===== config.mk =====
export PLATFORM = sky130hd
export DESIGN_NAME = spbr_fifo
export DESIGN_NICKNAME = d
export VERILOG_FILES = /design/src/hw/rtl/spbr_pkg.sv /design/src/hw/rtl/spbr_fifo.sv
export SDC_FILE = /design/constraint.sdc
export NUM_CORES = 1
export LEC_CHECK = 0
export BUFFER_PORTS_ARGS = -buffer_cell sky130_fd_sc_hd__buf_2
export CAP_MARGIN = 40
export CORE_UTILIZATION = 65
export DETAILED_ROUTE_END_ITERATION = 10
export MAX_ROUTING_LAYER = met4
export PLACE_DENSITY = 0.82
export SLEW_MARGIN = 20
export SYNTH_ARGS = -nofsm -noshare
export SYNTH_HDL_FRONTEND = slang
export SYNTH_SLANG_ARGS = --single-unit

===== constraint.sdc =====
create_clock -name clk -period 7.5 [get_ports clk]
set_clock_uncertainty 0.15 [all_clocks]
set_input_delay 0.75 -clock clk [delete_from_list [all_inputs] [get_ports clk]]
set_output_delay 0.75 -clock clk [all_outputs]
set_load 0.01 [all_outputs]

===== src/hw/rtl/spbr_pkg.sv =====
// Shared widths, constants, types and the CORDIC angle table of the bin phase rotator.
package spbr_pkg;

  localparam int unsigned BINS_DEF  = 8192;
  localparam int unsigned IDX_W     = 13;
  localparam int unsigned IDX_CMP_W = 17;
  localparam int unsigned SW        = 24;
  localparam int unsigned PW        = 32;
  localparam int unsigned GUARD     = 8;
  localparam int unsigned STAGES    = 24;
  localparam int unsigned XW        = 36;
  localparam int unsigned ZW        = 32;

  // gain correction 1/K in Q30, rounding at bit 37, result taken from bit 38
  localparam int unsigned KW        = 30;
  localparam logic [KW-1:0] GAIN_Q30 = 30'd652032874;
  localparam int unsigned RND_SH    = 37;
  localparam int unsigned OUT_SH    = 38;
  localparam int unsigned LO_W      = 18;

  // output queue depth covers every word in flight
  localparam int unsigned Q_DEPTH   = 32;
  localparam int unsigned QAW       = $clog2(Q_DEPTH);
  localparam int unsigned QCW       = $clog2(Q_DEPTH + 1);

  typedef enum logic [1:0] {
    QUAD_0 = 2'd0,
    QUAD_1 = 2'd1,
    QUAD_2 = 2'd2,
    QUAD_3 = 2'd3
  } quad_t;

  typedef struct packed {
    logic signed [XW-1:0] x;
    logic signed [XW-1:0] y;
    logic signed [ZW-1:0] z;
  } rot_t;

  // atan(2^-i) in units of 2^-32 turn
  function automatic logic signed [ZW-1:0] atan_turns(input int unsigned i);
    logic signed [ZW-1:0] a;
    case (i)
      0:  a = 32'sd536870912;
      1:  a = 32'sd316933406;
      2:  a = 32'sd167458907;
      3:  a = 32'sd85004756;
      4:  a = 32'sd42667331;
      5:  a = 32'sd21354465;
      6:  a = 32'sd10679838;
      7:  a = 32'sd5340245;
      8:  a = 32'sd2670163;
      9:  a = 32'sd1335087;
      10: a = 32'sd667544;
      11: a = 32'sd333772;
      12: a = 32'sd166886;
      13: a = 32'sd83443;
      14: a = 32'sd41722;
      15: a = 32'sd20861;
      16: a = 32'sd10430;
      17: a = 32'sd5215;
      18: a = 32'sd2608;
      19: a = 32'sd1304;
      20: a = 32'sd652;
      21: a = 32'sd326;
      22: a = 32'sd163;
      23: a = 32'sd81;
      default: a = '0;
    endcase
    return a;
  endfunction

endpackage


===== src/hw/rtl/spbr_fifo.sv =====
// Output queue that absorbs words still in the pipeline while the consumer stalls.
module spbr_fifo import spbr_pkg::*; (
  input  logic                 clk,
  input  logic                 rst_n,
  input  logic                 push,
  input  logic signed [SW-1:0] push_re,
  input  logic signed [SW-1:0] push_im,
  input  logic                 pop,
  output logic                 out_valid,
  output logic signed [SW-1:0] out_re,
  output logic signed [SW-1:0] out_im
);

  logic signed [SW-1:0] re_q [Q_DEPTH];
  logic signed [SW-1:0] im_q [Q_DEPTH];
  logic [QAW-1:0]       wr_ptr_r, wr_ptr_nxt;
  logic [QAW-1:0]       rd_ptr_r, rd_ptr_nxt;
  logic [QCW-1:0]       cnt_r, cnt_nxt;

  always_comb begin
    wr_ptr_nxt = push ? wr_ptr_r + 1'b1 : wr_ptr_r;
    rd_ptr_nxt = pop ? rd_ptr_r + 1'b1 : rd_ptr_r;
    cnt_nxt    = cnt_r + QCW'(push) - QCW'(pop);
  end

  always_ff @(posedge clk) begin
    if (!rst_n) begin
      wr_ptr_r <= '0;
      rd_ptr_r <= '0;
      cnt_r    <= '0;
    end else begin
      wr_ptr_r <= wr_ptr_nxt;
      rd_ptr_r <= rd_ptr_nxt;
      cnt_r    <= cnt_nxt;
    end
  end

  always_ff @(posedge clk) begin
    if (push) begin
      re_q[wr_ptr_r] <= push_re;
      im_q[wr_ptr_r] <= push_im;
    end
  end

  assign out_valid = (cnt_r != '0);
  assign out_re    = re_q[rd_ptr_r];
  assign out_im    = im_q[rd_ptr_r];

endmodule


==> flow_summary.yaml <==
sta:
  rsz0062_at_grt: "false"
  final-hold-violation-count: 0
  setup_slack_ns: 2.23
  finalSetupTns_ns: 0
  min_period_ns: 5.27
  fmaxAchievable_mhz: 190
  fin_crit_sh_pct: 70.3
  tightest_slew_ns: 0.932
  relSlewSlack_pct: 37.8
  drv_slew: 0
  finalSetupViolations: 0
die:
  dieHeight_microns: 305
  start_util_pct: 66.0
  die_w_microns: 305
  fp-row-count: 110
  io_pins: 101
  core_sq_um: 90600
  design.die.area_sq_um: 93200
drt:
  drt-initial-drc-count: 4721
  dr.pass1.iters: 6
  via_per_inst: 7.18
  post_drt_wl_per_cell_microns: 33.7
  wl_microns: 149000
  vias: 31730
  ant_nets: 0
  drc_errors: 0
worst_hold_path:
  min_path_type: "primary input to register"
clocking:
  cts_resized: 0
  cts_hold_buf: 0
  tritoncts: "built"
  root_buffer: "clkbuf_16"
  cts.sinks: 1557
  clk_pin_slew_ns: 0.06
  cts.htree.levels: 4
  clock_path_buffers: 3
  numCtsBuffers: 147
  clk_latency_ns: 0.76
  postCtsSetupRepairBufs: 0
power:
  p_leak_nw: 20.8
  peakVddDrop_mv: 0.240
  finalPower_mw: 17.7
  powerDensity_nw_per_um2: 264
worst_setup_path:
  cp-end-kind: "primary output"
  arrival_ns: 4.37
  worstPathRequired_ns: 6.60
  crit_type: "register to primary output"
  cp-start-kind: "register"
  path_max_fanout: 139
synthesis:
  synth_top_family_by_area: "multiplexers"
  synth-compound-area-share_pct: 4.51
  synthXorXnorAreaFrac_pct: 0.147
  yosysSeqAreaShare_pct: 77.9
  syn_area_sq_um: 59800
  synth_fp_nets: 3033
  synthAdderAreaFrac_pct: 0.306
  synth.avg_cell_area_sq_um: 20.1
  synthFlopType: "edfxtp_1"
  synth-seq-cells: 1557
  synthSimpleGateAreaFrac_pct: 3.11
  syn_inst: 2967
  synth_edf_count: 1536
  yosys_warnings: 0
  muxShareOfSynthArea_pct: 12.7
  yosys.cell_types.count: 39
  async_flop_share_pct: 0
cells_and_area:
  num-fill-cells: 4740
  final_util_pct: 74.0
  layout-drive-gt1-share_pct: 28.3
  nets: 3193
  syn_to_final_growth_pct: 12.2
  stdcell_count: 4421
global_routing:
  gr-usage-all-layers_pct: 33.1
  antenna_found_initial: 6
  overflow: 0
  grt_pass1_wl_microns: 213000
  grt_pass1_vias: 32370
  grt_max_degree: 208
place:
  dp_hpwl_microns: 75900
  pre_cts_slack_ns: 3.12
  placedCellCount: 4149
  io_buffers: 100
  gp_congestion: 0.792
outcome:
  status: "finished clean"
flow_run:
  max_cap_viol_count: 0
[critical path, cell delays in order, from the launching register on]
cell and delay (ns):
dfxtp_4 0.64, buf_16 0.33, buf_12 0.36, buf_16 0.52, mux2_2 0.41, o22ai_1 0.24
nor3_1 0.11, or4_1 0.57, buf_2 0.17
[final timing paths]
kind              slack [ns]  cells after the start                startpoint                       end
setup / recovery        2.23                      8                  register                out_im[13]
hold / removal          0.26                      2                     rst_n  wr_ptr_r[4]$_SDFFE_PN0P_
setup reg to reg        4.12                      5  wr_ptr_r[0]$_SDFFE_PN0P_    im_q[10][10]$_DFFE_PP_
hold reg to reg         0.44                      2  rd_ptr_r[4]$_SDFFE_PN0P_                  register
[layer usage]
metal,global-route usage (%),part of all wire [%]
met3,6.97,12
met1,41.6,34
met2,52.8,49
met5,-,0
met4,14.2,4.3
[report_power, final]
part	switching [mW]	internal, mW	total, mW
Sequential	0.0285	9.62	9.65
Clock	3.17	3.89	7.06
Combinational	0.584	0.364	0.948
Total	3.78	13.9	17.7
[cell families after synthesis]
| group | after synthesis |
|---|---|
| compound gates | 392 |
| mux | 482 |
| simple gates | 326 |
| buf+inv | 186 |
| xor+xnor | 10 |
| flops | 1557 |
| fa+ha+maj | 14 |
[Yosys cell counts (8+ instances only)]
master	count	share of area [%]
nor2b_1	99	1.0
inv_1	10	0.063
edfxtp_1	1536	77
buf_4	9	0.11
nor2_1	37	0.23
and2_1	13	0.14
dfxtp_1	21	0.70
or4_1	48	0.60
buf_1	25	0.16
a22o_1	96	1.4
mux4_2	192	7.2
o21ai_0	97	0.81
ha_1	13	0.27
mux2_2	288	5.4
buf_2	8	0.067
buf_6	8	0.15
clkbuf_1	126	0.79
nor3_1	98	0.82
a211oi_1	96	1.2
o22ai_1	96	1.0
nand2_1	11	0.069
[cell usage in the layout (no fill, tap or decap), drive strengths merged, types with 5 or more instances in the layout]
cell type	count
o22ai	96
inv	18
buf	187
or4	48
nand2	11
clkinv	72
clkbuf	172
mux2	288
and2	13
ha	13
dfxtp	21
edfxtp	1536
xnor2	5
o21ai	97
a211oi	96
a22o	96
xor2	5
mux4	192
nor2	37
diode	6
nand4	6
nor2b	99
bufinv	7
nor3	98
[registers in the layout, indices dropped and copies added, names as in the netlist, named ones only]
signal / count
rd_ptr_r: 5
wr_ptr_r: 5
re_q: 768
im_q: 768
cnt_r: 6
[per-stage QoR]
stage	cell area, sq um	hold slack, ns
floorplan	59800	0.375
global placement	61700	0.394
detailed placement	62400	0.440
CTS	66900	0.224
global route	67000	0.268
finish	67000	0.261
[final cells by class]
type,instances,area [sq um],area share (%)
Multi-Input combinational cell,1224,12700,19.0
Inverter,10,37.5,0.0560
Clock buffer,172,3810,5.69
Antenna cell,6,15.0,0.0224
Tap cell,1176,1470,2.20
Timing Repair Buffer,187,1730,2.58
Sequential cell,1557,46600,69.5
Clock inverter,89,692,1.03
(Power assumes the default switching activity.)
