[src/hw/rtl/spbr_pkg.sv]
// Shared widths, constants, types and the CORDIC angle table of the bin phase rotator.
package spbr_pkg;

  localparam int unsigned BINS_DEF  = 8192;
  localparam int unsigned IDX_W     = 13;
  localparam int unsigned IDX_CMP_W = 17;
  localparam int unsigned SW        = 24;
  localparam int unsigned PW        = 32;
  localparam int unsigned GUARD     = 8;
  localparam int unsigned STAGES    = 24;
  localparam int unsigned XW        = 36;
  localparam int unsigned ZW        = 32;

  // gain correction 1/K in Q30, rounding at bit 37, result taken from bit 38
  localparam int unsigned KW        = 30;
  localparam logic [KW-1:0] GAIN_Q30 = 30'd652032874;
  localparam int unsigned RND_SH    = 37;
  localparam int unsigned OUT_SH    = 38;
  localparam int unsigned LO_W      = 18;

  // output queue depth covers every word in flight
  localparam int unsigned Q_DEPTH   = 32;
  localparam int unsigned QAW       = $clog2(Q_DEPTH);
  localparam int unsigned QCW       = $clog2(Q_DEPTH + 1);

  typedef enum logic [1:0] {
    QUAD_0 = 2'd0,
    QUAD_1 = 2'd1,
    QUAD_2 = 2'd2,
    QUAD_3 = 2'd3
  } quad_t;

  typedef struct packed {
    logic signed [XW-1:0] x;
    logic signed [XW-1:0] y;
    logic signed [ZW-1:0] z;
  } rot_t;

  // atan(2^-i) in units of 2^-32 turn
  function automatic logic signed [ZW-1:0] atan_turns(input int unsigned i);
    logic signed [ZW-1:0] a;
    case (i)
      0:  a = 32'sd536870912;
      1:  a = 32'sd316933406;
      2:  a = 32'sd167458907;
      3:  a = 32'sd85004756;
      4:  a = 32'sd42667331;
      5:  a = 32'sd21354465;
      6:  a = 32'sd10679838;
      7:  a = 32'sd5340245;
      8:  a = 32'sd2670163;
      9:  a = 32'sd1335087;
      10: a = 32'sd667544;
      11: a = 32'sd333772;
      12: a = 32'sd166886;
      13: a = 32'sd83443;
      14: a = 32'sd41722;
      15: a = 32'sd20861;
      16: a = 32'sd10430;
      17: a = 32'sd5215;
      18: a = 32'sd2608;
      19: a = 32'sd1304;
      20: a = 32'sd652;
      21: a = 32'sd326;
      22: a = 32'sd163;
      23: a = 32'sd81;
      default: a = '0;
    endcase
    return a;
  endfunction

endpackage

[src/hw/rtl/spbr_cell.sv]
// One CORDIC micro-rotation cell: conditional shift-add on x, y and the residual angle.
module spbr_cell import spbr_pkg::*; #(
  parameter int unsigned STAGE = 0
) (
  input  logic clk,
  input  logic rst_n,
  input  logic in_valid,
  input  rot_t in_rot,
  output logic out_valid,
  output rot_t out_rot
);

  localparam logic signed [ZW-1:0] ANG = atan_turns(STAGE);

  logic signed [XW-1:0] dx;
  logic signed [XW-1:0] dy;
  rot_t                 rot_nxt;
  rot_t                 rot_r;
  logic                 valid_r;

  always_comb begin
    dx = in_rot.y >>> STAGE;
    dy = in_rot.x >>> STAGE;
    if (!in_rot.z[ZW-1]) begin
      rot_nxt.x = in_rot.x - dx;
      rot_nxt.y = in_rot.y + dy;
      rot_nxt.z = in_rot.z - ANG;
    end else begin
      rot_nxt.x = in_rot.x + dx;
      rot_nxt.y = in_rot.y - dy;
      rot_nxt.z = in_rot.z + ANG;
    end
  end

  always_ff @(posedge clk) begin
    if (!rst_n) begin
      valid_r <= 1'b0;
    end else begin
      valid_r <= in_valid;
    end
  end

  always_ff @(posedge clk) begin
    rot_r <= rot_nxt;
  end

  assign out_valid = valid_r;
  assign out_rot   = rot_r;

endmodule

[config.mk]
export PLATFORM = sky130hd
export DESIGN_NAME = spbr_cell
export DESIGN_NICKNAME = d
export VERILOG_FILES = /design/src/hw/rtl/spbr_pkg.sv /design/src/hw/rtl/spbr_cell.sv
export SDC_FILE = /design/constraint.sdc
export NUM_CORES = 1
export LEC_CHECK = 0
export BUFFER_PORTS_ARGS = -buffer_cell sky130_fd_sc_hd__buf_2
export CAP_MARGIN = 20
export CELL_PAD_IN_SITES_DETAIL_PLACEMENT = 1
export CELL_PAD_IN_SITES_GLOBAL_PLACEMENT = 2
export CORE_AREA = 3 3 168 170
export DETAILED_ROUTE_END_ITERATION = 12
export DIE_AREA = 0 0 171 173
export GPL_TIMING_DRIVEN = 0
export PLACE_DENSITY_LB_ADDON = 0.25
export REMOVE_ABC_BUFFERS = 1
export SETUP_SLACK_MARGIN = 0.1
export SLEW_MARGIN = 30
export SYNTH_ARGS = -nofsm -noshare
export SYNTH_HDL_FRONTEND = slang
export SYNTH_SLANG_ARGS = --single-unit
[constraint.sdc]
create_clock -name clk -period 4.1 [get_ports clk]
set_clock_uncertainty 0.15 [all_clocks]
set_input_delay 1.025 -clock clk [delete_from_list [all_inputs] [get_ports clk]]
set_output_delay 1.025 -clock clk [all_outputs]
set_load 0.005 [all_outputs]
==> summary.md <==
| Metric | Value |
|---|---|
| Synth Warn # | `0` |
| Fin cells | `1584` |
| Clock root cell | `clkbuf_16` |
| Max Freq | `256.7 MHz` |
| Sequential fraction of the synthesis area | `25.24%` |
| Nets@finish | `1452` |
| Final hold vios | `0` |
| Worst VDD drop | `0.1634 mV` |
| Period utilization | `95.02%` |
| Die area | `0.02958 mm^2` |
| Area delta synth->final | `23.35%` |
| Initial antenna violation count | `2` |
| Layout cells sized above 1 | `22.88%` |
| Most common cell after layout, fill and taps aside | `buf_2` |
| Vias in the first global route | `8402` |
| DIE HEIGHT | `173 um` |
| Final Cell Area | `0.01017 mm^2` |
| Startpoint types | `input pin` |
| WHS | `0.6064 ns` |
| Vias | `8189` |
| Mapped Area | `0.008248 mm^2` |
| DP Area | `0.009579 mm^2` |
| Largest net degree at the start of global routing | `52` |
| Placed cell count | `1560` |
| Least-Margin Pin Slew | `0.8017 ns` |
| Hold depth | `1` |
| Min Tclk post-route | `3.896 ns` |
| Longest Clk Path Bufs | `2` |
| Synth Instances | `1053` |
| LEAKAGE | `4.806 nW` |
| Pwr Density | `348.3 mW/mm^2` |
| GRT overflow | `0` |
| Worst rel slew slack | `46.14%` |
| CP Capture Type | `flip-flop` |
| Routed Wire Length | `29900 um` |
| Register area | `0.002082 mm^2` |
| Chip width | `171 um` |
| Place WS | `-0.8525 ns` |
| Worst Hold Endpoint | `out_rot[5]` |
| All-Layer GR Usage | `19.91%` |
| Drt drc | `0` |
| WS Path Type | `in -> reg` |
| Hold_buf cts | `0` |
| Overall power | `3.544 mW` |
| Port Buffer Count | `211` |
| CORE AREA | `0.02688 mm^2` |
| Commonest non-fill, non-tap cells in the layout | `210 x buf_2, 111 x a21oi_1, 108 x inv_1, 104 x dfxtp_1, 92 x ha_1` |
| Avg Vias per Cell | `5.170` |
| CTS Sinks | `104` |
| Synth cell types | `73` |
| Final setup fails | `0` |
| Final core occ | `37.85%` |
| Footprint of the multi-input gates | `0.005773 mm^2` |
| Setup TNS | `0 ns` |
| Clock-pin slew of the registers on the worst-case setup and hold paths | `0.08 ns` |
| Hold Startpoint | `in_rot[5]` |
| Starting density of the core | `30.69%` |
| Syn avg cell area | `7.833 um^2` |
| CTS Buf Count | `9` |
| DR iter-0 viols | `436` |
| IO Count | `212` |
| Outcome | `completed` |
| Ys async rst share | `0%` |
| CTS H-Tree Depth | `3` |
| Pre-Repair DR Iteration Count | `5` |
| Critical Path RT | `4.18 ns` |
| Crit path max fanout | `11` |
| DPL Wire Length | `23640 um` |
| Antenna Nets Post-Route | `0` |
| RSZ-0062 raised after global routing | `yes` |
| Routability Congestion | `0.8637` |
| Arr. time, crit path | `3.97 ns` |
| First-pass GRT wire length | `47120 um` |
| Max-cap viol count | `0` |
| WL per Instance | `18.88 um` |
| Register bit total from synthesis | `104` |
| Worst setup margin | `0.2041 ns` |
| Pins over their slew limit | `0` |
| CTS tree | `done` |
| Worst Hold Class | `in -> reg` |
| Main flop type after synthesis | `dfxtp_1` |
| EDFF count, synth | `0` |
| FP Rows | `60` |
| Fillers | `3338` |
## state kept, by name, indices dropped and copies added, names as in the netlist
register   cells
out_rot      103
out_valid      1
## cells in the mapped netlist, types with 5 or more instances
cell type	number	area share [%]
a211oi_1	14	1.3
o21bai_1	19	1.7
ha_1	105	16
mux2i_1	13	1.6
nand4_1	11	0.83
nor3_1	28	1.7
nor2b_1	14	1.1
and2_1	5	0.38
o211ai_1	8	0.73
nand3_1	16	0.97
xnor2_1	55	5.8
nand2_1	58	2.6
nand2b_1	9	0.68
inv_1	109	5.0
or3_1	5	0.38
and3_1	6	0.46
dfxtp_1	104	25
buf_2	6	0.36
a31oi_1	13	0.99
a21oi_1	113	6.9
clkbuf_1	30	1.4
a21o_1	29	2.6
nor4_1	9	0.68
nor2_1	84	3.8
xor2_1	14	1.5
buf_1	9	0.41
o21a_1	7	0.64
o21ai_0	68	4.1
o31ai_1	14	1.3
## timing repair
item	4_1_cts	5_1_grt
gates resized for setup	21	26
endpoints found under the setup margin	19	20
setup buffers	4	2
pin swaps	5	6
## how the worst max path moves through the flow
stage                     startpoint     endpoint  slack [ns]  depth (start not counted)
after floorplan           in_rot[38]  out_rot[65]        0.40                         11
after global placement    in_rot[31]  out_rot[67]       -1.10                          6
after detailed placement  in_rot[33]  out_rot[65]       -0.85                         13
after CTS                 in_rot[33]  out_rot[65]        0.09                         13
after global routing      in_rot[36]  out_rot[63]        0.04                         13
final                     in_rot[36]  out_rot[63]        0.20                         13
## cell type report
type	instances	area share (%)
timing repair buffer	218	11.12
multi-input combinational	790	56.75
tap	341	4.194
antenna	2	0.04919
inverter	113	4.231
clock buffer	9	2.214
clock inverter	7	0.9839
sequential	104	20.46
## per-layer routing
| layer | routed length [um] | global-route usage (%) | part of all wire (%) | vias up |
|---|---|---|---|---|
| met5 | 7 | 0 | 0.023 | - |
| met4 | 344 | 3.924 | 1.2 | 2 |
| met3 | 1206 | 2.675 | 4.0 | 20 |
| met2 | 13640 | 32.59 | 46 | 179 |
| met1 | 14700 | 28.04 | 49 | 3953 |
| li1 | - | - | - | 4035 |
## worst max-delay path, stage by stage
cell and delay (ns):
buf_2 0.11, inv_1 0.04, ha_1 0.50, nand2_1 0.19, o211ai_1 0.38, a31oi_2 0.21
o31ai_4 0.46, a21oi_2 0.20, o41ai_2 0.33, buf_4 0.17, nor2b_1 0.12, o22ai_1 0.10
xnor2_1 0.14
## logic make-up after synthesis
kind of cell    after synthesis  share of synthesized area [%]
compound gates              336                          26.11
simple gates                262                          15.34
buf+inv                     159                          7.373
fa+ha+maj                   109                          16.90
flops                       104                          25.24
xor+xnor                     69                          7.327
mux                          14                          1.714
## report_power, final
| group | switching, mW | internal, mW | total [mW] | leakage (nW) |
|---|---|---|---|---|
| clock network | 0.455 | 0.495 | 0.950 | 0.158 |
| logic | 0.805 | 0.549 | 1.35 | 3.77 |
| registers | 0.0422 | 1.20 | 1.24 | 0.877 |
Note: power is estimated with default switching activity, not from simulation.
