--- config.mk ---
export PLATFORM = sky130hd
export DESIGN_NAME = spbr_front
export DESIGN_NICKNAME = d
export VERILOG_FILES = /design/src/hw/rtl/spbr_pkg.sv /design/src/hw/rtl/spbr_front.sv
export SDC_FILE = /design/constraint.sdc
export NUM_CORES = 1
export LEC_CHECK = 0
export BUFFER_PORTS_ARGS = -buffer_cell sky130_fd_sc_hd__buf_2
export CORE_UTILIZATION = 60
export CTS_CLUSTER_SIZE = 40
export DETAILED_ROUTE_END_ITERATION = 8
export PLACE_DENSITY = 0.78
export SYNTH_ARGS = -nofsm -noshare
export SYNTH_HDL_FRONTEND = slang
export SYNTH_SLANG_ARGS = --single-unit
--- constraint.sdc ---
create_clock -name clk -period 10.5 [get_ports clk]
set_clock_uncertainty 0.05 [all_clocks]
set_input_delay 1.575 -clock clk [delete_from_list [all_inputs] [get_ports clk]]
set_output_delay 1.575 -clock clk [all_outputs]
set_load 0.03 [all_outputs]
--- src/hw/rtl/spbr_pkg.sv ---
// Shared widths, constants, types and the CORDIC angle table of the bin phase rotator.
package spbr_pkg;

  localparam int unsigned BINS_DEF  = 8192;
  localparam int unsigned IDX_W     = 13;
  localparam int unsigned IDX_CMP_W = 17;
  localparam int unsigned SW        = 24;
  localparam int unsigned PW        = 32;
  localparam int unsigned GUARD     = 8;
  localparam int unsigned STAGES    = 24;
  localparam int unsigned XW        = 36;
  localparam int unsigned ZW        = 32;

  // gain correction 1/K in Q30, rounding at bit 37, result taken from bit 38
  localparam int unsigned KW        = 30;
  localparam logic [KW-1:0] GAIN_Q30 = 30'd652032874;
  localparam int unsigned RND_SH    = 37;
  localparam int unsigned OUT_SH    = 38;
  localparam int unsigned LO_W      = 18;

  // output queue depth covers every word in flight
  localparam int unsigned Q_DEPTH   = 32;
  localparam int unsigned QAW       = $clog2(Q_DEPTH);
  localparam int unsigned QCW       = $clog2(Q_DEPTH + 1);

  typedef enum logic [1:0] {
    QUAD_0 = 2'd0,
    QUAD_1 = 2'd1,
    QUAD_2 = 2'd2,
    QUAD_3 = 2'd3
  } quad_t;

  typedef struct packed {
    logic signed [XW-1:0] x;
    logic signed [XW-1:0] y;
    logic signed [ZW-1:0] z;
  } rot_t;

  // atan(2^-i) in units of 2^-32 turn
  function automatic logic signed [ZW-1:0] atan_turns(input int unsigned i);
    logic signed [ZW-1:0] a;
    case (i)
      0:  a = 32'sd536870912;
      1:  a = 32'sd316933406;
      2:  a = 32'sd167458907;
      3:  a = 32'sd85004756;
      4:  a = 32'sd42667331;
      5:  a = 32'sd21354465;
      6:  a = 32'sd10679838;
      7:  a = 32'sd5340245;
      8:  a = 32'sd2670163;
      9:  a = 32'sd1335087;
      10: a = 32'sd667544;
      11: a = 32'sd333772;
      12: a = 32'sd166886;
      13: a = 32'sd83443;
      14: a = 32'sd41722;
      15: a = 32'sd20861;
      16: a = 32'sd10430;
      17: a = 32'sd5215;
      18: a = 32'sd2608;
      19: a = 32'sd1304;
      20: a = 32'sd652;
      21: a = 32'sd326;
      22: a = 32'sd163;
      23: a = 32'sd81;
      default: a = '0;
    endcase
    return a;
  endfunction

endpackage

--- src/hw/rtl/spbr_front.sv ---
// Front end: index clamp, phase multiply, quadrant pre-rotation and guard scaling.
module spbr_front import spbr_pkg::*; #(
  parameter int unsigned BINS = BINS_DEF
) (
  input  logic                 clk,
  input  logic                 rst_n,
  input  logic                 in_fire,
  input  logic [IDX_W-1:0]     in_bin_index,
  input  logic signed [SW-1:0] in_real,
  input  logic signed [SW-1:0] in_imag,
  input  logic [PW-1:0]        phase_step,
  output logic                 rot_valid,
  output rot_t                 rot
);

  localparam logic [IDX_CMP_W-1:0] BIN_LIM = IDX_CMP_W'(BINS);
  localparam logic [PW-1:0] QUARTER_HALF = PW'(1) << (PW - 3);
  localparam logic signed [ZW-1:0] Z_OFS = ZW'(QUARTER_HALF);
  localparam int unsigned EW = SW + 1;

  logic [IDX_CMP_W-1:0]    idx_wide;
  logic [IDX_CMP_W-1:0]    idx_clamp;
  logic [IDX_CMP_W+PW-1:0] prod;

  logic                    v1_r;
  logic [PW-1:0]           p_r;
  logic signed [SW-1:0]    re1_r;
  logic signed [SW-1:0]    im1_r;

  logic [PW-1:0]           p2;
  logic signed [EW-1:0]    re_w;
  logic signed [EW-1:0]    im_w;
  logic signed [EW-1:0]    xq;
  logic signed [EW-1:0]    yq;
  rot_t                    rot_nxt;
  logic                    v2_r;
  rot_t                    rot_r;

  always_comb begin
    idx_wide  = IDX_CMP_W'(in_bin_index);
    idx_clamp = (idx_wide >= BIN_LIM) ? (BIN_LIM - 1'b1) : idx_wide;
    prod      = idx_clamp * phase_step;
  end

  always_ff @(posedge clk) begin
    if (!rst_n) begin
      v1_r <= 1'b0;
    end else begin
      v1_r <= in_fire;
    end
  end

  always_ff @(posedge clk) begin
    p_r   <= prod[PW-1:0];
    re1_r <= in_real;
    im1_r <= in_imag;
  end

  always_comb begin
    p2   = p_r + QUARTER_HALF;
    re_w = EW'(re1_r);
    im_w = EW'(im1_r);
    case (quad_t'(p2[PW-1:PW-2]))
      QUAD_0: begin
        xq = re_w;
        yq = im_w;
      end
      QUAD_1: begin
        xq = -im_w;
        yq = re_w;
      end
      QUAD_2: begin
        xq = -re_w;
        yq = -im_w;
      end
      QUAD_3: begin
        xq = im_w;
        yq = -re_w;
      end
      default: begin
        xq = re_w;
        yq = im_w;
      end
    endcase
    rot_nxt.x = {{(XW - EW - GUARD){xq[EW-1]}}, xq, {GUARD{1'b0}}};
    rot_nxt.y = {{(XW - EW - GUARD){yq[EW-1]}}, yq, {GUARD{1'b0}}};
    rot_nxt.z = $signed({2'b00, p2[PW-3:0]}) - Z_OFS;
  end

  always_ff @(posedge clk) begin
    if (!rst_n) begin
      v2_r <= 1'b0;
    end else begin
      v2_r <= v1_r;
    end
  end

  always_ff @(posedge clk) begin
    rot_r <= rot_nxt;
  end

  assign rot_valid = v2_r;
  assign rot       = rot_r;

endmodule

==> metrics.txt <==
most frequent cells in the layout=inv_1, fa_1, nand2_1; Reg2Reg Setup Slack=7.97 ns; MaxCap Viol Count=0; worst setup path startpoint=in_bin_index[7]; clk slew on worst S/H paths=0.07 ns; Area Growth Syn to Fin=10.4%; Placer Congestion=0.879; met2 WL=between 15,000 and 20,000 um; Die H=around 160 um; RSZ-0062 raised after global routing=no; Worst Hold Class=reg2reg; Fillers=roughly 1,900; Root Buffer=clkbuf_16; Post-Synth Simple-Gate Area=0.162; post-CTS resize count=0; post-synth cell types=57; hold_buf cts=0; final WL=around 34,000 um; fraction of registers with async set/reset=0; most common cell after layout, fill and taps aside=inv_1; vias in the first global route=11,600; Die X=162 um; Critical Path End Type=flip-flop; core box area=25,200 um2; post-DP HPWL=26,000 um; DRT met1 WL=13,600 um; Finished Cell Area=17,000 um2; Vias/cell=5.23; port bufs=184; ys flop type=dfxtp_1; Critical Path Fanout Max=25; Critical R2R Capture=rot[63]; postcts setup bufs=0; Hold Violations, Final=0; area of the die=26,300 um2; Remaining Overflow, GRT=0; Seq cells post-synth=162; uppermost layer routed=met4; share of layout cells above drive strength 1=0.132; Routed Antenna Nets=0; Post-DP Area=16,300 um2; largest net degree at the start of global routing=73; io pins=201; H-tree depth=4; Initial DRC Count=835; fin. max-slew vios=0; Critical Path End=p_r[31]; post-layout util=0.674; sequential fraction of the synthesis area=0.211; initial antenna violation count=1; Mapped Avg Cell Area=9.12 um2; Vias=11,300; r2r worst-path depth=8; maximum clock rate=between 100 and 150 MHz; Synth Area in XOR/XNOR=0.0615; main combinational cell family by area after synthesis=adder cells; global-route wire length before repair=between 50,000 and 60,000 um; required time of the critical path=approximately 11 ns; Rows=58; synthesis warning total=0; critical setup path kind=in2reg; final setup TNS=0 ns; run status=finished clean; CP Data Arrival Time=7.17 ns; nets=roughly 2,200; final setup margin=roughly 3.6 ns; number of clock sinks=~160; Final min period=6.91 ns; pre-CTS WS=3.19 ns; CTS max path bufs=2; CTS tree=done; number of synthesized flops with an enable pin=0; Total GRT Usage=0.271; Initial Util=0.611; Slew headroom=0.339; post-synthesis compound-gate area fraction=0.0534; mux contribution to synthesized area=0.0206; Critical R2R Launch=im1_r[3]; WL met3=2620 um; Cell Area, Synth=15,400 um2; period utilization=0.659; number of buffers created by CTS=17; adder-cell share of the synthesized area=0.380; setup violators final=0; Slew @ Worst Pin=0.982 ns; startpoint types=input port; DR pass1 iterations=7; Remaining DRCs=0; routed length per instance=15.7 um; Worst-Skew Late Latency=0.44 ns; Post-Synthesis Cells=1,685
==> how the worst min path moves through the flow <==
stage,start,endpoint,slack (ns),cells after the start
after floorplan,p_r[0],rot[0],0.26,0
after global placement,p_r[6],rot[6],0.26,0
after detailed placement,p_r[10],rot[10],0.26,0
after CTS,p_r[11],rot[11],0.27,0
after global routing,p_r[17],rot[17],0.28,0
final,p_r[11],rot[11],0.27,0
==> synth_stat cells (all sizes together), types with 8 or more instances <==
cell type | number | area share
a21oi | 62 | 0.021
and2 | 146 | 0.059
buf | 28 | 0.013
clkbuf | 71 | 0.017
dfxtp | 162 | 0.21
fa | 257 | 0.33
ha | 56 | 0.046
inv | 329 | 0.080
mux2i | 26 | 0.017
nand2 | 241 | 0.059
nor2 | 76 | 0.020
nor3 | 11 | 0.0042
o21ai | 25 | 0.0081
o31ai | 8 | 0.0048
xnor2 | 59 | 0.034
xor2 | 49 | 0.028
==> logic make-up after synthesis <==
group,after synthesis
adders and majority gates,313
other,1
muxes,29
and+or+nand+nor,512
xor gates and xnor gates,108
AOI/OAI and AO/OA,132
buffers and inverters,428
DFF,162
==> sequential cells by signal, indices dropped and copies added, names as in the netlist <==
register   cells
v1_r           1
im1_r         24
p_r           32
rot_valid      1
rot           80
re1_r         24
==> worst max-delay path: stages <==
cell	delay [ns]
buf_2	0.44
nand2_1	0.16
fa_1	0.57
inv_1	0.06
fa_1	0.57
fa_1	0.44
fa_1	0.49
inv_1	0.05
fa_1	0.48
inv_1	0.05
ha_1	0.41
nand4_1	0.15
or3_1	0.39
or3_1	0.35
o221ai_2	0.37
a21oi_2	0.17
a21oi_2	0.20
a31o_1	0.18
xnor2_1	0.06
==> layout make-up <==
cell class              instances  area [um2]  share of cell area
clock inverters                15         206              0.0122
diodes                          1        2.50            0.000147
well taps                     330         413              0.0243
clock buffers                  17         425              0.0251
inverters                     329        1230              0.0728
repair buffers                187         943              0.0556
flip-flops and latches        162        3240               0.191
multi-input cells            1110       10500               0.619
==> routing by layer <==
| layer | track usage | up-vias |
|---|---|---|
| met5 | 0 | - |
| met4 | 0.0961 | 0 |
| met3 | 0.0554 | 66 |
| met2 | 0.463 | 480 |
| met1 | 0.342 | 5508 |
| li1 | - | 5198 |
==> per-stage QoR <==
step,hold WS (ns),instances
6_report,0.274,2151
2_1_floorplan,0.260,1700
4_1_cts,0.273,2150
3_3_place_gp,0.260,2118
3_5_place_dp,0.262,2118
5_1_grt,0.281,2151
Power is not shown: default switching activity piles up to over one toggle a cycle in this logic, so the estimate is an artifact.
