==> src/hw/rtl/spbr_pkg.sv <==
// Shared widths, constants, types and the CORDIC angle table of the bin phase rotator.
package spbr_pkg;

  localparam int unsigned BINS_DEF  = 8192;
  localparam int unsigned IDX_W     = 13;
  localparam int unsigned IDX_CMP_W = 17;
  localparam int unsigned SW        = 24;
  localparam int unsigned PW        = 32;
  localparam int unsigned GUARD     = 8;
  localparam int unsigned STAGES    = 24;
  localparam int unsigned XW        = 36;
  localparam int unsigned ZW        = 32;

  // gain correction 1/K in Q30, rounding at bit 37, result taken from bit 38
  localparam int unsigned KW        = 30;
  localparam logic [KW-1:0] GAIN_Q30 = 30'd652032874;
  localparam int unsigned RND_SH    = 37;
  localparam int unsigned OUT_SH    = 38;
  localparam int unsigned LO_W      = 18;

  // output queue depth covers every word in flight
  localparam int unsigned Q_DEPTH   = 32;
  localparam int unsigned QAW       = $clog2(Q_DEPTH);
  localparam int unsigned QCW       = $clog2(Q_DEPTH + 1);

  typedef enum logic [1:0] {
    QUAD_0 = 2'd0,
    QUAD_1 = 2'd1,
    QUAD_2 = 2'd2,
    QUAD_3 = 2'd3
  } quad_t;

  typedef struct packed {
    logic signed [XW-1:0] x;
    logic signed [XW-1:0] y;
    logic signed [ZW-1:0] z;
  } rot_t;

  // atan(2^-i) in units of 2^-32 turn
  function automatic logic signed [ZW-1:0] atan_turns(input int unsigned i);
    logic signed [ZW-1:0] a;
    case (i)
      0:  a = 32'sd536870912;
      1:  a = 32'sd316933406;
      2:  a = 32'sd167458907;
      3:  a = 32'sd85004756;
      4:  a = 32'sd42667331;
      5:  a = 32'sd21354465;
      6:  a = 32'sd10679838;
      7:  a = 32'sd5340245;
      8:  a = 32'sd2670163;
      9:  a = 32'sd1335087;
      10: a = 32'sd667544;
      11: a = 32'sd333772;
      12: a = 32'sd166886;
      13: a = 32'sd83443;
      14: a = 32'sd41722;
      15: a = 32'sd20861;
      16: a = 32'sd10430;
      17: a = 32'sd5215;
      18: a = 32'sd2608;
      19: a = 32'sd1304;
      20: a = 32'sd652;
      21: a = 32'sd326;
      22: a = 32'sd163;
      23: a = 32'sd81;
      default: a = '0;
    endcase
    return a;
  endfunction

endpackage

==> src/hw/rtl/spbr_gain.sv <==
// Gain correction: split multiply by 1/K, round, shift and saturate to Q1.23.
module spbr_gain import spbr_pkg::*; (
  input  logic                 clk,
  input  logic                 rst_n,
  input  logic                 in_valid,
  input  rot_t                 in_rot,
  output logic                 out_valid,
  output logic signed [SW-1:0] out_re,
  output logic signed [SW-1:0] out_im
);

  localparam int unsigned HI_W   = XW - LO_W;
  localparam int unsigned PLO_W  = LO_W + KW;
  localparam int unsigned PHI_W  = HI_W + KW + 1;
  localparam int unsigned SUM_W  = XW + KW + 2;
  localparam int unsigned SH_W   = SUM_W - OUT_SH;
  localparam logic signed [PHI_W-1:0] K_S = PHI_W'(GAIN_Q30);
  localparam logic signed [SUM_W-1:0] RND = SUM_W'(1) << RND_SH;
  localparam logic signed [SH_W-1:0] SAT_MAX = SH_W'((1 << (SW - 1)) - 1);
  localparam logic signed [SH_W-1:0] SAT_MIN = -SH_W'(1 << (SW - 1));

  logic [PLO_W-1:0]        xlo_nxt, ylo_nxt;
  logic signed [PHI_W-1:0] xhi_nxt, yhi_nxt;
  logic [PLO_W-1:0]        xlo_r, ylo_r;
  logic signed [PHI_W-1:0] xhi_r, yhi_r;
  logic                    va_r;
  logic signed [SW-1:0]    re_nxt, im_nxt;
  logic signed [SW-1:0]    re_r, im_r;
  logic                    vb_r;

  function automatic logic signed [SW-1:0] scale_sat(
    input logic signed [PHI_W-1:0] hi,
    input logic [PLO_W-1:0]        lo
  );
    logic signed [SUM_W-1:0] sum;
    logic signed [SH_W-1:0]  sh;
    logic signed [SW-1:0]    res;
    sum = $signed({hi[PHI_W-1], hi, {LO_W{1'b0}}})
        + $signed({{(SUM_W - PLO_W){1'b0}}, lo}) + RND;
    sh  = sum[SUM_W-1:OUT_SH];
    if (sh > SAT_MAX) begin
      res = SAT_MAX[SW-1:0];
    end else if (sh < SAT_MIN) begin
      res = SAT_MIN[SW-1:0];
    end else begin
      res = sh[SW-1:0];
    end
    return res;
  endfunction

  always_comb begin
    xlo_nxt = PLO_W'(in_rot.x[LO_W-1:0]) * PLO_W'(GAIN_Q30);
    ylo_nxt = PLO_W'(in_rot.y[LO_W-1:0]) * PLO_W'(GAIN_Q30);
    xhi_nxt = PHI_W'($signed(in_rot.x[XW-1:LO_W])) * K_S;
    yhi_nxt = PHI_W'($signed(in_rot.y[XW-1:LO_W])) * K_S;
  end

  always_ff @(posedge clk) begin
    xlo_r <= xlo_nxt;
    ylo_r <= ylo_nxt;
    xhi_r <= xhi_nxt;
    yhi_r <= yhi_nxt;
  end

  always_comb begin
    re_nxt = scale_sat(xhi_r, xlo_r);
    im_nxt = scale_sat(yhi_r, ylo_r);
  end

  always_ff @(posedge clk) begin
    re_r <= re_nxt;
    im_r <= im_nxt;
  end

  always_ff @(posedge clk) begin
    if (!rst_n) begin
      va_r <= 1'b0;
      vb_r <= 1'b0;
    end else begin
      va_r <= in_valid;
      vb_r <= va_r;
    end
  end

  assign out_valid = vb_r;
  assign out_re    = re_r;
  assign out_im    = im_r;

endmodule

==> config.mk <==
export PLATFORM = sky130hd
export DESIGN_NAME = spbr_gain
export DESIGN_NICKNAME = d
export VERILOG_FILES = /design/src/hw/rtl/spbr_pkg.sv /design/src/hw/rtl/spbr_gain.sv
export SDC_FILE = /design/constraint.sdc
export NUM_CORES = 2
export LEC_CHECK = 0
export ABC_AREA = 1
export BUFFER_PORTS_ARGS = -buffer_cell sky130_fd_sc_hd__buf_2
export CAP_MARGIN = 30
export CORE_MARGIN = 1.5
export CORE_UTILIZATION = 40
export CTS_CLUSTER_DIAMETER = 200
export DETAILED_ROUTE_END_ITERATION = 12
export HOLD_SLACK_MARGIN = 0.02
export SLEW_MARGIN = 25
export SYNTH_ARGS = -nofsm -noshare
export SYNTH_HDL_FRONTEND = slang
export SYNTH_SLANG_ARGS = --single-unit
export TNS_END_PERCENT = 20
==> constraint.sdc <==
create_clock -name clk -period 8.8 [get_ports clk]
set_input_delay 0 -clock clk [delete_from_list [all_inputs] [get_ports clk]]
set_output_delay 0 -clock clk [all_outputs]
set_load 0.1 [all_outputs]
==> metrics.md <==
| Metric | Value |
|---|---|
| WP buf/inv | 7 |
| Number of synthesized flops with an enable pin | 0 |
| Startpoint Class | input pin |
| Iteration count of the initial detailed-routing pass | 7 |
| Die W | 351 um |
| RSZ-0062 raised after global routing | false |
| Endpoints failing setup | 0 |
| Starting density of the core | 40.4% |
| Routability-driven placement congestion ratio | 0.978 |
| Outcome | finished clean |
| Crit-path max FO | 7 |
| Post-cts resize count | 0 |
| Crit path arrival time | 6230 ps |
| Port bufs | 123 |
| Synth cell types | 51 |
| Fin nets | 7713 |
| IO Pins | 156 |
| Hold crit path type | input pin to flip-flop |
| Core Area | 0.120 mm2 |
| ANT nets after route | 0 |
| Final period util | 66.1% |
| Sequential area share after synthesis | 8.43% |
| Postcts setup bufs | 0 |
| Max-cap viol count | 0 |
| Final hold vios | 0 |
| YS warnings | 0 |
| Aggregate global-route resource usage | 22.6% |
| Synth Instances | 5818 |
| Post-synth net total | 7562 |
| Min Tclk post-route | 5820 ps |
| CTS root buf | clkbuf_16 |
| Vias in the first global route | 39000 |
| Async set-reset flop share out of synthesis | 0% |
| Hold Buf Count CTS | 13 |
| Skew final | 17.3 ps |
| Relative slew slack | 48.5% |
| DR vias | 36700 |
| Slew @ Worst Pin | 765 ps |
| Fmax | 172 MHz |
| Commonest non-fill, non-tap cell in the layout | inv_1 |
| Slowest stage cell, crit path | dlygate4sd3_1 |
| Clock tree sinks | 204 |
| Largest net degree at the start of global routing | 24 |
| Number of synthesized register bits | 204 |
| CP Cell Sequence | dlygate4sd3_1, buf_2, ha_1, inv_1, fa_1, fa_1, inv_1, fa_1, fa_1, inv_1, fa_1, inv_1, ha_1, nand2_1, nor2_1, inv_1, nor4_1, a21oi_1, o21ai_0, a21oi_1, xnor2_1 |
| Area delta synth->final | 7.09% |
| First-pass GRT wire length | 215000 um |
| H-tree levels | 1 |
| Family with the most delay on the worst path | adder cells |
| FF/Latch Area | 0.00408 mm2 |
| Critical Path Sink Type | flip-flop |
| DRT Wirelength | 135000 um |
| Top FF cell, synth | dfxtp_1 |
| Area of the multi-input gates | 0.0377 mm2 |
| Fill cells | 12200 |
| CTS tree | done |
| DR WL/cell | 17.8 um |
| Worst skew pair latency | 540 ps |
| Rows | 127 |
| CTS max path bufs | 3 |
| Critical path class | input pin to flip-flop |
| Initial antenna violation count | 2 |
| CP required | 9220 ps |
| Mapped cell area | 0.0484 mm2 |
| CP max stage delay | 540 ps |
| Synth Area per Inst | 8.32 um2 |
| Layout cells sized above 1 | 3.63% |
| Setup TNS | 0 ps |
| Via density | 4.83 |
| Detailed-route DRC error count | 0 |
| HPWL Detailed | 124000 um |
| Commonest non-fill, non-tap cells in the layout | 1729 x inv_1, 832 x fa_1, 805 x ha_1 |
| Worst-path clk slew | 60 ps |
| Slew Limit Fails | 0 |
| Iter 0 DRT Violations | 1994 |
| Congestion Overflow GR | 0 |
| Die extent in y | 351 um |
| Die ar. | 0.123 mm2 |
| CTS Buf Count | 22 |
## layer usage
| layer | track usage [%] | wire length [um] |
|---|---|---|
| met1 | 30.0 | 59800 |
| met2 | 39.8 | 65800 |
| met3 | 2.23 | 6050 |
| met4 | 4.70 | 3230 |
| met5 | 0 | 0 |
## per-stage QoR
step | hold WS, ps | instance area (um2) | utilization [%] | worst slack [ps] | std cells
after floorplan | 27.7 | 48400 | - | 3930 | 5818
after global placement | 189 | 51000 | 42.5 | 2930 | 7544
after detailed placement | 192 | 51000 | 42.5 | 2850 | 7544
after CTS | 37.6 | 51900 | 43.2 | 3000 | 7596
after global routing | 52.4 | 51900 | 43.2 | 2600 | 7596
final | 60.4 | 51900 | 43.2 | 2980 | 7597
## worst paths after layout
check,from,end,slack (ps),cells after the start
setup / recovery,in_rot[54],yhi_r[40]$_DFF_P_,2980,21
hold / removal,in_rot[49],ylo_r[47]$_DFF_P_,60,3
setup reg to reg,yhi_r[14]$_DFF_P_,out_im[15]$_SDFF_PN1_,5370,14
hold reg to reg,va_r$_SDFF_PN0_,out_valid$_SDFF_PN0_,410,2
## sequential cells by signal, summed over array words and instances, names as in the netlist
name	cells
yhi_r	48
va_r	1
out_re	24
out_valid	1
xhi_r	48
out_im	24
xlo_r	29
ylo_r	29
## worst register-to-register path: stages, from the launching register on
cell and delay, ps:
dfxtp_1 320, ha_1 280, ha_1 320, nand2_1 100, nor2_1 300, nand2_1 150
nor4_1 410, nand3_1 180, nand4_1 120, nand2_1 90, inv_2 50, nand2_1 70
o21bai_4 490, nand2_1 330, nand2_1 150
## synthesized netlist by cell type (all sizes together), types with 6 or more instances
| master | count | area share, % |
|---|---|---|
| dfxtp | 204 | 8.4 |
| a31oi | 47 | 0.61 |
| nor2 | 405 | 3.2 |
| o21a | 10 | 0.16 |
| nand2 | 791 | 6.2 |
| ha | 805 | 21 |
| xnor2 | 70 | 1.3 |
| inv | 1739 | 13 |
| fa | 832 | 34 |
| nand3 | 125 | 1.3 |
| and2 | 6 | 0.078 |
| o211ai | 12 | 0.19 |
| a21o | 44 | 0.68 |
| nor4 | 25 | 0.34 |
| a21boi | 10 | 0.16 |
| nand3b | 6 | 0.093 |
| nand4 | 44 | 0.58 |
| o21bai | 28 | 0.48 |
| a21oi | 268 | 2.8 |
| o21ai | 157 | 1.6 |
| buf | 9 | 0.17 |
| or2 | 11 | 0.14 |
| nor3 | 35 | 0.43 |
| xor2 | 107 | 1.9 |
## final cells by class
type | count | area share, %
Inverter | 1739 | 12.6
Timing Repair Buffer | 136 | 1.44
Multi-Input combinational cell | 3866 | 72.8
Clock buffer | 28 | 1.20
Antenna cell | 1 | 0.00483
Sequential cell | 204 | 7.88
Tap cell | 1612 | 3.89
Clock inverter | 11 | 0.241
## logic make-up (layout without fill, tap and decap cells)
| family | Yosys count | in the layout | share of synthesized area (%) |
|---|---|---|---|
| compound gates | 600 | 600 | 7.10 |
| xor+xnor | 177 | 177 | 3.20 |
| fa+ha+maj | 1637 | 1637 | 55.2 |
| buf+inv | 1748 | 1914 | 13.6 |
| flops | 204 | 204 | 8.43 |
| other cells | 0 | 1 | 0 |
| simple gates | 1452 | 1452 | 12.4 |
Power is left out: the tool's default activity adds up to more than one toggle a clock period on the data nets, which glitch-free logic cannot reach.
